<file path="src/hw/rtl/assert_macros.svh">
// Assertion helpers for the access id table. Both expect clk in scope; AIDT_ASSERT_CLK also expects rst_n.
`ifndef ASSERT_MACROS_SVH
`define ASSERT_MACROS_SVH
`ifndef SYNTHESIS
`define AIDT_ASSERT_CLK(lbl, prop, msg) \
  lbl: assert property (@(posedge clk) disable iff (!rst_n) (prop)) else $error(msg);
`define AIDT_ASSERT_ALWAYS(lbl, prop, msg) \
  lbl: assert property (@(posedge clk) (prop)) else $error(msg);
`else
`define AIDT_ASSERT_CLK(lbl, prop, msg)
`define AIDT_ASSERT_ALWAYS(lbl, prop, msg)
`endif
`endif

</file>
<file path="src/hw/rtl/aidt_pkg.sv">
package aidt_pkg;

  localparam int unsigned AIDT_SLOTS = 16;
  localparam int unsigned MAX_LIST   = 16;
  localparam int unsigned DFLT_CARDS = 3;

  localparam logic [31:0] DFLT_ID0 = 32'h1234_5678;
  localparam logic [31:0] DFLT_ID1 = 32'h8765_4321;
  localparam logic [31:0] DFLT_ID2 = 32'hABCD_EF00;

  typedef enum logic [2:0] {
    OP_GET    = 3'd0,
    OP_ADD    = 3'd1,
    OP_REMOVE = 3'd2,
    OP_CHECK  = 3'd3,
    OP_LIST   = 3'd4,
    OP_FORMAT = 3'd5
  } op_t;

  typedef enum logic [1:0] {
    ST_OK        = 2'd0,
    ST_NOT_FOUND = 2'd1,
    ST_EXISTS    = 2'd2,
    ST_FULL      = 2'd3
  } status_t;

  // What the output register takes from the pending entry
  typedef enum logic [1:0] {
    RES_EMPTY = 2'd0,
    RES_SLOT  = 2'd1,
    RES_ENTRY = 2'd2
  } res_kind_t;

  typedef enum logic [1:0] {
    S_IDLE = 2'd0,
    S_SCAN = 2'd1,
    S_HIT  = 2'd2,
    S_RESP = 2'd3
  } ctrl_state_t;

  typedef struct packed {
    logic      start;
    logic      scan;
    logic      fmt;
    logic      capture;
    logic      upd;
    logic      step;
    logic      fill;
    logic      load_out;
    res_kind_t kind;
    status_t   status;
    logic      last;
  } dp_cmd_t;

  typedef struct packed {
    op_t  op;
    logic hit;
    logic rd_active;
    logic scan_done;
    logic lim_zero;
    logic lim_reach;
    logic free_found;
    logic pend_vld;
    logic out_free;
  } dp_sts_t;

  function automatic logic [31:0] default_id(input logic [31:0] idx);
    logic [31:0] id;
    case (idx)
      32'd0:   id = DFLT_ID0;
      32'd1:   id = DFLT_ID1;
      32'd2:   id = DFLT_ID2;
      default: id = 32'd0;
    endcase
    return id;
  endfunction

endpackage

</file>
<file path="src/hw/rtl/aidt_if.sv">
interface aidt_in_if;
  logic        valid;
  logic        ready;
  logic [2:0]  operation;
  logic [31:0] card_id;
  logic [31:0] now;
  logic [4:0]  list_limit;

  modport source (output valid, output operation, output card_id, output now,
                  output list_limit, input ready);
  modport sink (input valid, input operation, input card_id, input now,
                input list_limit, output ready);
endinterface

interface aidt_out_if;
  logic        valid;
  logic        ready;
  logic [1:0]  status;
  logic [3:0]  slot;
  logic        entry_valid;
  logic [31:0] entry_id;
  logic [31:0] entry_time;
  logic [4:0]  active_count;
  logic        last;

  modport source (output valid, output status, output slot, output entry_valid,
                  output entry_id, output entry_time, output active_count,
                  output last, input ready);
  modport sink (input valid, input status, input slot, input entry_valid,
                input entry_id, input entry_time, input active_count,
                input last, output ready);
endinterface

</file>
<file path="src/hw/rtl/aidt_dp.sv">
`include "assert_macros.svh"

module aidt_dp #(
  parameter int unsigned TABLE_SLOTS = 16
) (
  input  logic              clk,
  input  logic              rst_n,
  input  aidt_pkg::dp_cmd_t cmd,
  output aidt_pkg::dp_sts_t sts,
  input  logic [2:0]        in_operation,
  input  logic [31:0]       in_card_id,
  input  logic [31:0]       in_now,
  input  logic [4:0]        in_list_limit,
  input  logic              out_ready,
  output logic              out_valid,
  output logic [1:0]        out_status,
  output logic [3:0]        out_slot,
  output logic              out_entry_valid,
  output logic [31:0]       out_entry_id,
  output logic [31:0]       out_entry_time,
  output logic [4:0]        out_active_count,
  output logic              out_last
);
  import aidt_pkg::*;

  localparam int unsigned IDX_W = $clog2(TABLE_SLOTS);
  localparam int unsigned CNT_W = $clog2(TABLE_SLOTS + 1);
  localparam logic [IDX_W-1:0] LAST_IDX = IDX_W'(TABLE_SLOTS - 1);
  localparam logic [CNT_W-1:0] DFLT_CNT = CNT_W'(DFLT_CARDS);
  localparam logic [TABLE_SLOTS-1:0] DFLT_ACT = TABLE_SLOTS'((1 << DFLT_CARDS) - 1);
  localparam logic [4:0] LIM_MAX = 5'(MAX_LIST);

  // Latched item
  op_t         op_r;
  logic [31:0] id_r;
  logic [31:0] now_r;
  logic [4:0]  lim_r;

  // Table storage; entries not yet written read as their reset contents
  logic [31:0] id_mem   [TABLE_SLOTS];
  logic [31:0] time_mem [TABLE_SLOTS];
  logic [TABLE_SLOTS-1:0] id_wr_r;
  logic [TABLE_SLOTS-1:0] time_wr_r;
  logic [TABLE_SLOTS-1:0] act_r;
  logic [CNT_W-1:0]       cnt_r;

  // Scan pipeline
  logic [IDX_W-1:0] addr_r;
  logic             issue_en_r;
  logic             rd_vld_r;
  logic [IDX_W-1:0] rd_idx_r;
  logic [31:0]      rd_id_q;
  logic [31:0]      rd_time_q;

  logic             free_found_r;
  logic [IDX_W-1:0] free_idx_r;

  logic             pend_vld_r;
  logic [IDX_W-1:0] pend_idx_r;
  logic [31:0]      pend_id_r;
  logic [31:0]      pend_time_r;
  logic [4:0]       list_n_r;

  logic        out_valid_r;
  logic [1:0]  out_status_r;
  logic [3:0]  out_slot_r;
  logic        out_entry_valid_r;
  logic [31:0] out_entry_id_r;
  logic [31:0] out_entry_time_r;
  logic [4:0]  out_active_count_r;
  logic        out_last_r;

  logic [31:0]      rd_id_eff;
  logic [31:0]      rd_time_eff;
  logic             rd_active;
  logic             id_eq;
  logic             id_zero;
  logic             hit;
  logic             issue;
  logic             time_we;
  logic [IDX_W-1:0] time_wa;
  logic [4:0]       cnt_sat;

  always_comb begin
    rd_id_eff   = id_wr_r[rd_idx_r] ? rd_id_q : default_id(32'(rd_idx_r));
    rd_time_eff = time_wr_r[rd_idx_r] ? rd_time_q : 32'd0;
    rd_active   = act_r[rd_idx_r];
    id_eq       = (rd_id_eff == id_r);
    id_zero     = (rd_id_eff == 32'd0);
  end

  always_comb begin
    case (op_r) inside
      OP_GET:              hit = id_eq;
      OP_ADD:              hit = id_eq && (id_r != 32'd0);
      OP_REMOVE, OP_CHECK: hit = id_eq && rd_active;
      OP_LIST:             hit = rd_active && !id_zero;
      default:             hit = 1'b0;
    endcase
  end

  assign issue   = cmd.scan && issue_en_r;
  assign time_we = cmd.fill || (cmd.upd && (op_r == OP_CHECK));
  assign time_wa = cmd.fill ? free_idx_r : rd_idx_r;
  assign cnt_sat = (32'(cnt_r) > 32'd31) ? 5'd31 : 5'(cnt_r);

  always_comb begin
    sts.op         = op_r;
    sts.hit        = rd_vld_r && hit;
    sts.rd_active  = rd_active;
    sts.scan_done  = !issue_en_r && !rd_vld_r;
    sts.lim_zero   = (lim_r == 5'd0);
    sts.lim_reach  = ((list_n_r + 5'd1) == lim_r);
    sts.free_found = free_found_r;
    sts.pend_vld   = pend_vld_r;
    sts.out_free   = !out_valid_r || out_ready;
  end

  // Memories: one write, one registered read each
  always_ff @(posedge clk) begin
    if (cmd.fill) begin
      id_mem[free_idx_r] <= id_r;
    end
    if (time_we) begin
      time_mem[time_wa] <= now_r;
    end
    if (issue) begin
      rd_id_q   <= id_mem[addr_r];
      rd_time_q <= time_mem[addr_r];
      rd_idx_r  <= addr_r;
    end
  end

  always_ff @(posedge clk) begin
    if (!rst_n) begin
      id_wr_r      <= '0;
      time_wr_r    <= '0;
      act_r        <= DFLT_ACT;
      cnt_r        <= DFLT_CNT;
      addr_r       <= '0;
      issue_en_r   <= 1'b0;
      rd_vld_r     <= 1'b0;
      free_found_r <= 1'b0;
      pend_vld_r   <= 1'b0;
      list_n_r     <= 5'd0;
      out_valid_r  <= 1'b0;
    end else begin
      rd_vld_r <= issue;
      if (cmd.start) begin
        addr_r       <= '0;
        issue_en_r   <= 1'b1;
        free_found_r <= 1'b0;
        pend_vld_r   <= 1'b0;
        list_n_r     <= 5'd0;
      end else if (issue) begin
        addr_r <= addr_r + 1'b1;
        if (addr_r == LAST_IDX) begin
          issue_en_r <= 1'b0;
        end
      end
      // remember the first slot an add may fill
      if (rd_vld_r && (op_r == OP_ADD) && !free_found_r && (id_zero || !rd_active)) begin
        free_found_r <= 1'b1;
      end
      if (cmd.capture || cmd.fill) begin
        pend_vld_r <= 1'b1;
      end
      if (cmd.step) begin
        list_n_r <= list_n_r + 5'd1;
      end
      if (cmd.upd && (op_r == OP_REMOVE)) begin
        act_r[rd_idx_r] <= 1'b0;
        if (!id_zero) begin
          cnt_r <= cnt_r - 1'b1;
        end
      end
      if (cmd.upd && (op_r == OP_CHECK)) begin
        time_wr_r[rd_idx_r] <= 1'b1;
      end
      if (cmd.fill) begin
        id_wr_r[free_idx_r]   <= 1'b1;
        time_wr_r[free_idx_r] <= 1'b1;
        act_r[free_idx_r]     <= 1'b1;
        if (id_r != 32'd0) begin
          cnt_r <= cnt_r + 1'b1;
        end
      end
      if (cmd.fmt) begin
        id_wr_r   <= '0;
        time_wr_r <= '0;
        act_r     <= DFLT_ACT;
        cnt_r     <= DFLT_CNT;
      end
      if (cmd.load_out) begin
        out_valid_r <= 1'b1;
      end else if (out_ready) begin
        out_valid_r <= 1'b0;
      end
    end
  end

  always_ff @(posedge clk) begin
    if (cmd.start) begin
      op_r  <= op_t'(in_operation);
      id_r  <= in_card_id;
      now_r <= in_now;
      lim_r <= (in_list_limit > LIM_MAX) ? LIM_MAX : in_list_limit;
    end
    if (rd_vld_r && !free_found_r && (id_zero || !rd_active)) begin
      free_idx_r <= rd_idx_r;
    end
    if (cmd.capture) begin
      pend_idx_r  <= rd_idx_r;
      pend_id_r   <= rd_id_eff;
      pend_time_r <= (op_r == OP_CHECK) ? now_r : rd_time_eff;
    end else if (cmd.fill) begin
      pend_idx_r  <= free_idx_r;
      pend_id_r   <= id_r;
      pend_time_r <= now_r;
    end
    if (cmd.load_out) begin
      out_status_r       <= cmd.status;
      out_active_count_r <= cnt_sat;
      out_last_r         <= cmd.last;
      case (cmd.kind)
        RES_ENTRY: begin
          out_slot_r        <= 4'(pend_idx_r);
          out_entry_valid_r <= 1'b1;
          out_entry_id_r    <= pend_id_r;
          out_entry_time_r  <= pend_time_r;
        end
        RES_SLOT: begin
          out_slot_r        <= 4'(pend_idx_r);
          out_entry_valid_r <= 1'b0;
          out_entry_id_r    <= 32'd0;
          out_entry_time_r  <= 32'd0;
        end
        default: begin
          out_slot_r        <= 4'd0;
          out_entry_valid_r <= 1'b0;
          out_entry_id_r    <= 32'd0;
          out_entry_time_r  <= 32'd0;
        end
      endcase
    end
  end

  assign out_valid        = out_valid_r;
  assign out_status       = out_status_r;
  assign out_slot         = out_slot_r;
  assign out_entry_valid  = out_entry_valid_r;
  assign out_entry_id     = out_entry_id_r;
  assign out_entry_time   = out_entry_time_r;
  assign out_active_count = out_active_count_r;
  assign out_last         = out_last_r;

  `AIDT_ASSERT_CLK(a_cnt_range, 32'(cnt_r) <= TABLE_SLOTS, "active count exceeds table size")
  `AIDT_ASSERT_CLK(a_fmt_cnt, cmd.fmt |=> cnt_r == DFLT_CNT, "format did not restore count")
  `AIDT_ASSERT_ALWAYS(a_rst_out, !rst_n |=> !out_valid_r, "output valid after reset")

endmodule

</file>
<file path="src/hw/rtl/aidt_ctrl.sv">
`include "assert_macros.svh"

module aidt_ctrl (
  input  logic              clk,
  input  logic              rst_n,
  input  logic              in_valid,
  output logic              in_ready,
  input  aidt_pkg::dp_sts_t sts,
  output aidt_pkg::dp_cmd_t cmd
);
  import aidt_pkg::*;

  ctrl_state_t state_r, state_nxt;
  res_kind_t   res_kind_r, res_kind_nxt;
  status_t     res_status_r, res_status_nxt;

  logic sc_early;
  logic list_go;

  // Operations that finish without looking at the table: format, unused codes and a list with a zero limit
  always_comb begin
    unique case (sts.op)
      OP_GET, OP_ADD, OP_REMOVE, OP_CHECK: sc_early = 1'b0;
      OP_LIST:                             sc_early = sts.lim_zero;
      OP_FORMAT:                           sc_early = 1'b1;
      default:                             sc_early = 1'b1;
    endcase
  end

  // A held list entry must leave before the next one is captured
  assign list_go = !sts.pend_vld || sts.out_free;

  always_comb begin
    state_nxt = state_r;
    unique case (state_r)
      S_IDLE: begin
        if (in_valid) begin
          state_nxt = S_SCAN;
        end
      end
      S_SCAN: begin
        if (sc_early) begin
          state_nxt = S_RESP;
        end else if (sts.hit) begin
          state_nxt = S_HIT;
        end else if (sts.scan_done) begin
          state_nxt = S_RESP;
        end
      end
      S_HIT: begin
        if (sts.op == OP_LIST) begin
          if (list_go) begin
            state_nxt = sts.lim_reach ? S_RESP : S_SCAN;
          end
        end else begin
          state_nxt = S_RESP;
        end
      end
      S_RESP: begin
        if (sts.out_free) begin
          state_nxt = S_IDLE;
        end
      end
      default: state_nxt = S_IDLE;
    endcase
  end

  always_comb begin
    cmd            = '0;
    cmd.kind       = RES_EMPTY;
    cmd.status     = ST_OK;
    in_ready       = 1'b0;
    res_kind_nxt   = res_kind_r;
    res_status_nxt = res_status_r;
    unique case (state_r)
      S_IDLE: begin
        in_ready  = 1'b1;
        cmd.start = in_valid;
      end
      S_SCAN: begin
        if (sc_early) begin
          res_kind_nxt   = RES_EMPTY;
          res_status_nxt = ST_OK;
          unique case (sts.op)
            OP_FORMAT: cmd.fmt = 1'b1;
            OP_LIST:   res_status_nxt = ST_OK;
            default:   res_status_nxt = ST_NOT_FOUND;
          endcase
        end else if (sts.hit) begin
          cmd.scan = 1'b0;
        end else if (sts.scan_done) begin
          unique case (sts.op)
            OP_ADD: begin
              if (sts.free_found) begin
                cmd.fill       = 1'b1;
                res_kind_nxt   = RES_ENTRY;
                res_status_nxt = ST_OK;
              end else begin
                res_kind_nxt   = RES_EMPTY;
                res_status_nxt = ST_FULL;
              end
            end
            OP_LIST: begin
              res_kind_nxt   = sts.pend_vld ? RES_ENTRY : RES_EMPTY;
              res_status_nxt = ST_OK;
            end
            default: begin
              res_kind_nxt   = RES_EMPTY;
              res_status_nxt = ST_NOT_FOUND;
            end
          endcase
        end else begin
          cmd.scan = 1'b1;
        end
      end
      S_HIT: begin
        unique case (sts.op)
          OP_GET: begin
            cmd.capture    = 1'b1;
            res_kind_nxt   = sts.rd_active ? RES_ENTRY : RES_EMPTY;
            res_status_nxt = sts.rd_active ? ST_OK : ST_NOT_FOUND;
          end
          OP_ADD: begin
            cmd.capture    = 1'b1;
            res_kind_nxt   = RES_SLOT;
            res_status_nxt = ST_EXISTS;
          end
          OP_REMOVE: begin
            cmd.capture    = 1'b1;
            cmd.upd        = 1'b1;
            res_kind_nxt   = RES_SLOT;
            res_status_nxt = ST_OK;
          end
          OP_CHECK: begin
            cmd.capture    = 1'b1;
            cmd.upd        = 1'b1;
            res_kind_nxt   = RES_ENTRY;
            res_status_nxt = ST_OK;
          end
          OP_LIST: begin
            if (list_go) begin
              // push the previous entry, hold the new one until its successor shows
              cmd.load_out   = sts.pend_vld;
              cmd.kind       = RES_ENTRY;
              cmd.status     = ST_OK;
              cmd.last       = 1'b0;
              cmd.capture    = 1'b1;
              cmd.step       = 1'b1;
              res_kind_nxt   = RES_ENTRY;
              res_status_nxt = ST_OK;
            end
          end
          default: begin
            res_kind_nxt   = RES_EMPTY;
            res_status_nxt = ST_NOT_FOUND;
          end
        endcase
      end
      S_RESP: begin
        if (sts.out_free) begin
          cmd.load_out = 1'b1;
          cmd.kind     = res_kind_r;
          cmd.status   = res_status_r;
          cmd.last     = 1'b1;
        end
      end
      default: begin
        in_ready = 1'b0;
      end
    endcase
  end

  always_ff @(posedge clk) begin
    if (!rst_n) begin
      state_r      <= S_IDLE;
      res_kind_r   <= RES_EMPTY;
      res_status_r <= ST_OK;
    end else begin
      state_r      <= state_nxt;
      res_kind_r   <= res_kind_nxt;
      res_status_r <= res_status_nxt;
    end
  end

  `AIDT_ASSERT_CLK(a_load_free, cmd.load_out |-> sts.out_free, "result loaded over a waiting item")
  `AIDT_ASSERT_CLK(a_start_clean, cmd.start |=> state_r == S_SCAN && !sts.pend_vld, "scan not armed")
  `AIDT_ASSERT_CLK(a_hit_next, state_r == S_SCAN && !sc_early && sts.hit |=> state_r == S_HIT, "hit lost")

endmodule

</file>
<file path="src/hw/rtl/access_id_table_core.sv">
// Access id table: a table of card ids with an active bit and a timestamp per slot.
// Input channel in_ch carries one command item (get, add, remove, check, list,
// format) with card id, current time and list limit. Result channel out_ch carries
// result items with status, slot, entry fields, active count and a last flag.
// Every command gives one result item except list, which gives one per listed
// entry (at least one); the final item of a command has last set.
// Commands run one at a time. A command that scans the whole table reads one slot
// per cycle through the single read port of the id and time memories, then
// decides and loads its result; a hit ends the scan early except for list.
// Format, unused codes and a list with a zero limit skip the scan. A list pauses
// the scan at each entry it emits and waits there while the held entry cannot leave.
// Reset restores the three default cards in slots 0 to 2 at once; no clearing
// pass runs. When the receiver stalls, one result waits in the output register
// while the next command may already be taken; a list waits at the next entry.
module access_id_table_core #(
  parameter int unsigned TABLE_SLOTS = aidt_pkg::AIDT_SLOTS
) (
  input logic     clk,
  input logic     rst_n,
  aidt_in_if.sink   in_ch,
  aidt_out_if.source out_ch
);
  import aidt_pkg::*;

  dp_cmd_t cmd;
  dp_sts_t sts;
  logic    in_ready;

  aidt_ctrl u_ctrl (
    .clk      (clk),
    .rst_n    (rst_n),
    .in_valid (in_ch.valid),
    .in_ready (in_ready),
    .sts      (sts),
    .cmd      (cmd)
  );

  aidt_dp #(
    .TABLE_SLOTS (TABLE_SLOTS)
  ) u_dp (
    .clk              (clk),
    .rst_n            (rst_n),
    .cmd              (cmd),
    .sts              (sts),
    .in_operation     (in_ch.operation),
    .in_card_id       (in_ch.card_id),
    .in_now           (in_ch.now),
    .in_list_limit    (in_ch.list_limit),
    .out_ready        (out_ch.ready),
    .out_valid        (out_ch.valid),
    .out_status       (out_ch.status),
    .out_slot         (out_ch.slot),
    .out_entry_valid  (out_ch.entry_valid),
    .out_entry_id     (out_ch.entry_id),
    .out_entry_time   (out_ch.entry_time),
    .out_active_count (out_ch.active_count),
    .out_last         (out_ch.last)
  );

  assign in_ch.ready = in_ready;

endmodule
</file>
<file path="src/flat_wrapper.sv">
// flat-port wrapper written by rule: the top's interface ports become plain ports
module access_id_table_core_flat import aidt_pkg::*;
#(
  parameter int unsigned TABLE_SLOTS = aidt_pkg::AIDT_SLOTS
)
  (clk, rst_n, in_ch_valid, in_ch_operation, in_ch_card_id, in_ch_now, in_ch_list_limit, in_ch_ready, out_ch_valid, out_ch_status, out_ch_slot, out_ch_entry_valid, out_ch_entry_id, out_ch_entry_time, out_ch_active_count, out_ch_last, out_ch_ready);
  aidt_in_if in_ch_i ();
  aidt_out_if out_ch_i ();
  input logic clk;
  input logic rst_n;
  input wire logic [$bits(in_ch_i.valid)-1:0] in_ch_valid;
  input wire logic [$bits(in_ch_i.operation)-1:0] in_ch_operation;
  input wire logic [$bits(in_ch_i.card_id)-1:0] in_ch_card_id;
  input wire logic [$bits(in_ch_i.now)-1:0] in_ch_now;
  input wire logic [$bits(in_ch_i.list_limit)-1:0] in_ch_list_limit;
  output wire logic [$bits(in_ch_i.ready)-1:0] in_ch_ready;
  output wire logic [$bits(out_ch_i.valid)-1:0] out_ch_valid;
  output wire logic [$bits(out_ch_i.status)-1:0] out_ch_status;
  output wire logic [$bits(out_ch_i.slot)-1:0] out_ch_slot;
  output wire logic [$bits(out_ch_i.entry_valid)-1:0] out_ch_entry_valid;
  output wire logic [$bits(out_ch_i.entry_id)-1:0] out_ch_entry_id;
  output wire logic [$bits(out_ch_i.entry_time)-1:0] out_ch_entry_time;
  output wire logic [$bits(out_ch_i.active_count)-1:0] out_ch_active_count;
  output wire logic [$bits(out_ch_i.last)-1:0] out_ch_last;
  input wire logic [$bits(out_ch_i.ready)-1:0] out_ch_ready;
  assign in_ch_i.valid = in_ch_valid;
  assign in_ch_i.operation = in_ch_operation;
  assign in_ch_i.card_id = in_ch_card_id;
  assign in_ch_i.now = in_ch_now;
  assign in_ch_i.list_limit = in_ch_list_limit;
  assign in_ch_ready = in_ch_i.ready;
  assign out_ch_valid = out_ch_i.valid;
  assign out_ch_status = out_ch_i.status;
  assign out_ch_slot = out_ch_i.slot;
  assign out_ch_entry_valid = out_ch_i.entry_valid;
  assign out_ch_entry_id = out_ch_i.entry_id;
  assign out_ch_entry_time = out_ch_i.entry_time;
  assign out_ch_active_count = out_ch_i.active_count;
  assign out_ch_last = out_ch_i.last;
  assign out_ch_i.ready = out_ch_ready;
  access_id_table_core #(.TABLE_SLOTS(TABLE_SLOTS)) u_core (.clk(clk), .rst_n(rst_n), .in_ch(in_ch_i), .out_ch(out_ch_i));
endmodule
</file>
<file path="config.mk">
export PLATFORM = sky130hd
export DESIGN_NAME = access_id_table_core_flat
export DESIGN_NICKNAME = d
export VERILOG_FILES = /design/src/hw/rtl/aidt_pkg.sv /design/src/hw/rtl/aidt_if.sv /design/src/hw/rtl/aidt_dp.sv /design/src/hw/rtl/aidt_ctrl.sv /design/src/hw/rtl/access_id_table_core.sv /design/src/flat_wrapper.sv
export VERILOG_INCLUDE_DIRS = /design/src /design/src/hw/rtl
export SDC_FILE = /design/constraint.sdc
export NUM_CORES = 2
export LEC_CHECK = 0
export BUFFER_PORTS_ARGS = -buffer_cell sky130_fd_sc_hd__buf_2
export CORE_ASPECT_RATIO = 0.75
export CORE_MARGIN = 4
export CORE_UTILIZATION = 40
export DETAILED_ROUTE_END_ITERATION = 7
export GPL_ROUTABILITY_DRIVEN = 0
export PLACE_DENSITY = 0.58
export SLEW_MARGIN = 25
export SYNTH_ARGS = -nofsm -noshare
export SYNTH_HDL_FRONTEND = slang
export SYNTH_SLANG_ARGS = --single-unit
</file>
<file path="constraint.sdc">
create_clock -name clk -period 10.95 [get_ports clk]
set_input_delay 0.5475 -clock clk [delete_from_list [all_inputs] [get_ports clk]]
set_output_delay 0.5475 -clock clk [all_outputs]
set_load 0.05 [all_outputs]
</file>
==> summary.txt <==
ANT nets after route = 0
DRC = 0
DRT Pass-1 Iters = 7
Fill cells = 11.0k
Total of max-cap violations = 0
Layout cells sized above 1 = 25.3%
Status = complete, no violations
Antenna violations before repair = 8
Vias in the first global route = 27.4k
CORE AREA = 132000 um2
Synthesized cell area = 53400 um2
Library cells used by synthesis = 68
Fin crit share = 45.1%
CTS resizes = 0
Initial core utilization = 40.5%
Final hold violations = 0
# placed instances = 4514
Worst-path clk slew = 60 ps
Clk sinks = 1386
DR vias = 27.3k
Async S/R FF share, synth = 0%
Slew headroom = 27.0%
CP Class = register to register
Fin util = 46.7%
Clk buf depth = 3
TritonCTS clock tree = yes
Pin count of the biggest net entering global routing = 137
Post-synth top area cell = edfxtp_1
Critical path data required time = 11320 ps
Total track usage = 19.1%
Pwr/cell area = 182 nW/um2
HPWL after detailed placement = 72800 um
Per-cell routed wire length = 27.7 um
Synth top area share = 73.9%
Yosys warning total = 0
Worst setup path start = u_core.u_dp.rd_idx_r[2]
WL final = 134000 um
Die Span Y = 324 um
TritonCTS Buffers = 139
Final setup fails = 0
Design Area, Final = 61600 um2
Largest cells by area after synthesis = edfxtp_1 74%, mux4_2 14%, dfxtp_1 2.7%
Mean post-synth cell area = 20.0 um2
Pwr Total = 11.2 mW
First-pass GRT wire length = 193000 um
Placed Area = 56500 um2
Max-slew violations = 0
Post-synth net total = 2753
Hold path start = in_ch_card_id[26]
Clock Latency Late Sink = 780 ps
CP arrival = 5310 ps
Global route overflow = 0
Post-Layout Cell Count = 4827
Ports = 155
Initial DRC Count = 3790
Clock skew = 36.5 ps
DIE WIDTH = 430 um
H-tree depth = 4
Leakage = 19.0 nW
Via density = 5.66
# rows = 115
Crit-path max FO = 53
Transition time of the tightest slew-check pin = 1090 ps
Post-layout nets = 3045
Maximum clock frequency = 202 MHz
Final TNS setup = 0 ps
Critical R2R Launch = u_core.u_dp.rd_idx_r[2]
Tmin final = 4940 ps
Number of enable flip-flop cells after synthesis = 1313
Seq/Total Area, Yosys = 76.6%
Area grow syn2layout = 15.4%
Peak supply drop = 121 uV
#FFs+latches synth = 1386
Endpoint class of the critical path = register
Root Buffer = clkbuf_16
Main synth FF type = edfxtp_1
Synth Instances = 2672
RSZ-0062 raised after global routing = false
Crit start category = register
HP Class = primary input to register
Port Buffers = 154
Die Area = 139000 um2
cells by family (layout without fill, tap and decap cells):
| kind of cell | after synthesis | in the layout | share of synthesized area (%) |
|---|---|---|---|
| xor gates and xnor gates | 23 | 23 | 0.378 |
| other | 0 | 2 | 0 |
| and+or+nand+nor | 478 | 478 | 4.43 |
| muxes | 351 | 351 | 14.3 |
| AOI/OAI and AO/OA | 257 | 257 | 2.86 |
| adders and majority gates | 5 | 5 | 0.117 |
| buffers and inverters | 172 | 570 | 1.25 |
| DFF | 1386 | 1386 | 76.6 |
timing repair:
action                                  in CTS  in global routing
endpoints found under the setup margin       0                  0
hold buffers                                63                  0
endpoints found under the hold margin       63                  0
setup buffers                                0                  0
cell usage in the layout (no fill, tap or decap), drive strengths merged, types with 8 or more instances in the layout:
| cell | synthesis | final |
|---|---|---|
| or3 | 9 | 9 |
| a21oi | 93 | 93 |
| nand2 | 151 | 151 |
| inv | 39 | 31 |
| nand4 | 13 | 13 |
| and3 | 9 | 9 |
| nand3 | 26 | 26 |
| nor4 | 17 | 17 |
| dfxtp | 73 | 73 |
| buf | 39 | 221 |
| clkinv | 0 | 66 |
| nand2b | 15 | 15 |
| a211oi | 13 | 13 |
| mux4 | 330 | 330 |
| and2 | 74 | 74 |
| nor2 | 98 | 98 |
| o21ai | 89 | 89 |
| nor2b | 24 | 24 |
| nor3 | 23 | 23 |
| clkbuf | 94 | 176 |
| mux2i | 15 | 15 |
| xnor2 | 13 | 13 |
| edfxtp | 1313 | 1313 |
| xor2 | 10 | 10 |
| dlygate4sd3 | 0 | 63 |
| bufinv | 0 | 8 |
metal layers:
metal / routed length, um / track usage, % / vias to the layer above
li1: - / - / 11500
met5: 13 / 0 / -
met3: 11400 / 4.29 / 239
met1: 58300 / 28.2 / 14400
met4: 2840 / 4.91 / 2
met2: 61000 / 29.0 / 1217
cell usage after synthesis (9+ instances only):
| cell type | number |
|---|---|
| dfxtp_1 | 73 |
| nand2b_1 | 15 |
| nor2b_1 | 24 |
| mux4_2 | 330 |
| and2_1 | 74 |
| a21oi_1 | 93 |
| and3_1 | 9 |
| nor4_1 | 15 |
| a211oi_1 | 13 |
| nand3_1 | 26 |
| nor3_1 | 22 |
| xor2_1 | 10 |
| buf_1 | 31 |
| xnor2_1 | 13 |
| clkbuf_1 | 93 |
| inv_1 | 38 |
| or3_1 | 9 |
| edfxtp_1 | 1313 |
| nor2_1 | 97 |
| mux2i_1 | 15 |
| o21ai_0 | 88 |
| nand2_1 | 150 |
| nand4_1 | 13 |
critical path, cell delays in order (launching register included):
cell and delay (ps):
edfxtp_1 840, mux4_2 800, nand2b_1 320, nand2_2 490
a22oi_1 240, xnor2_1 280, nor4_4 120, nor4_4 150
buf_4 390, buf_4 830
state kept, by name, indices dropped and copies added, names as in the netlist, 32 cells and up:
| name | flops |
|---|---|
| u_core.u_dp.id_r | 32 |
| u_core.u_dp.pend_id_r | 32 |
| u_core.u_dp.pend_time_r | 32 |
| u_core.u_dp.rd_time_q | 32 |
| u_core.u_dp.time_mem | 512 |
| u_core.u_dp.now_r | 32 |
| u_core.u_dp.out_entry_id | 32 |
| u_core.u_dp.id_mem | 512 |
| u_core.u_dp.rd_id_q | 32 |
| u_core.u_dp.out_entry_time | 32 |
stage by stage:
stage,worst slack (ps),hold WS (ps)
floorplan,4380,406
global placement,6180,448
detailed placement,6100,455
CTS,6080,12.0
global route,5720,33.1
finish,6010,53.7
report_power, final:
part           internal, mW  switching [mW]
sequential             5.99           0.154
clock                  2.58            2.03
combinational         0.117           0.318
worst paths after layout:
path                                                   endpoint  slack (ps)  depth (start not counted)
worst max-delay path                    u_core.u_dp.rd_id_q[28]        6010                          9
worst min-delay path                       u_core.u_dp.id_r[26]          50                          1
worst max register to register          u_core.u_dp.rd_id_q[28]        6010                          9
worst min register to register  u_core.u_dp.out_active_count[4]         470                          0
area by class of cell:
class,count,area (um2),share of cell area [%]
clock inverters,71,753,1.22
flip-flops and latches,1386,40900,66.4
inverters,39,149,0.242
diodes,2,5.00,0.00813
well taps,1755,2200,3.57
multi-input cells,1114,12000,19.4
clock buffers,176,3650,5.93
repair buffers,284,1950,3.17
(Power assumes the default switching activity.)
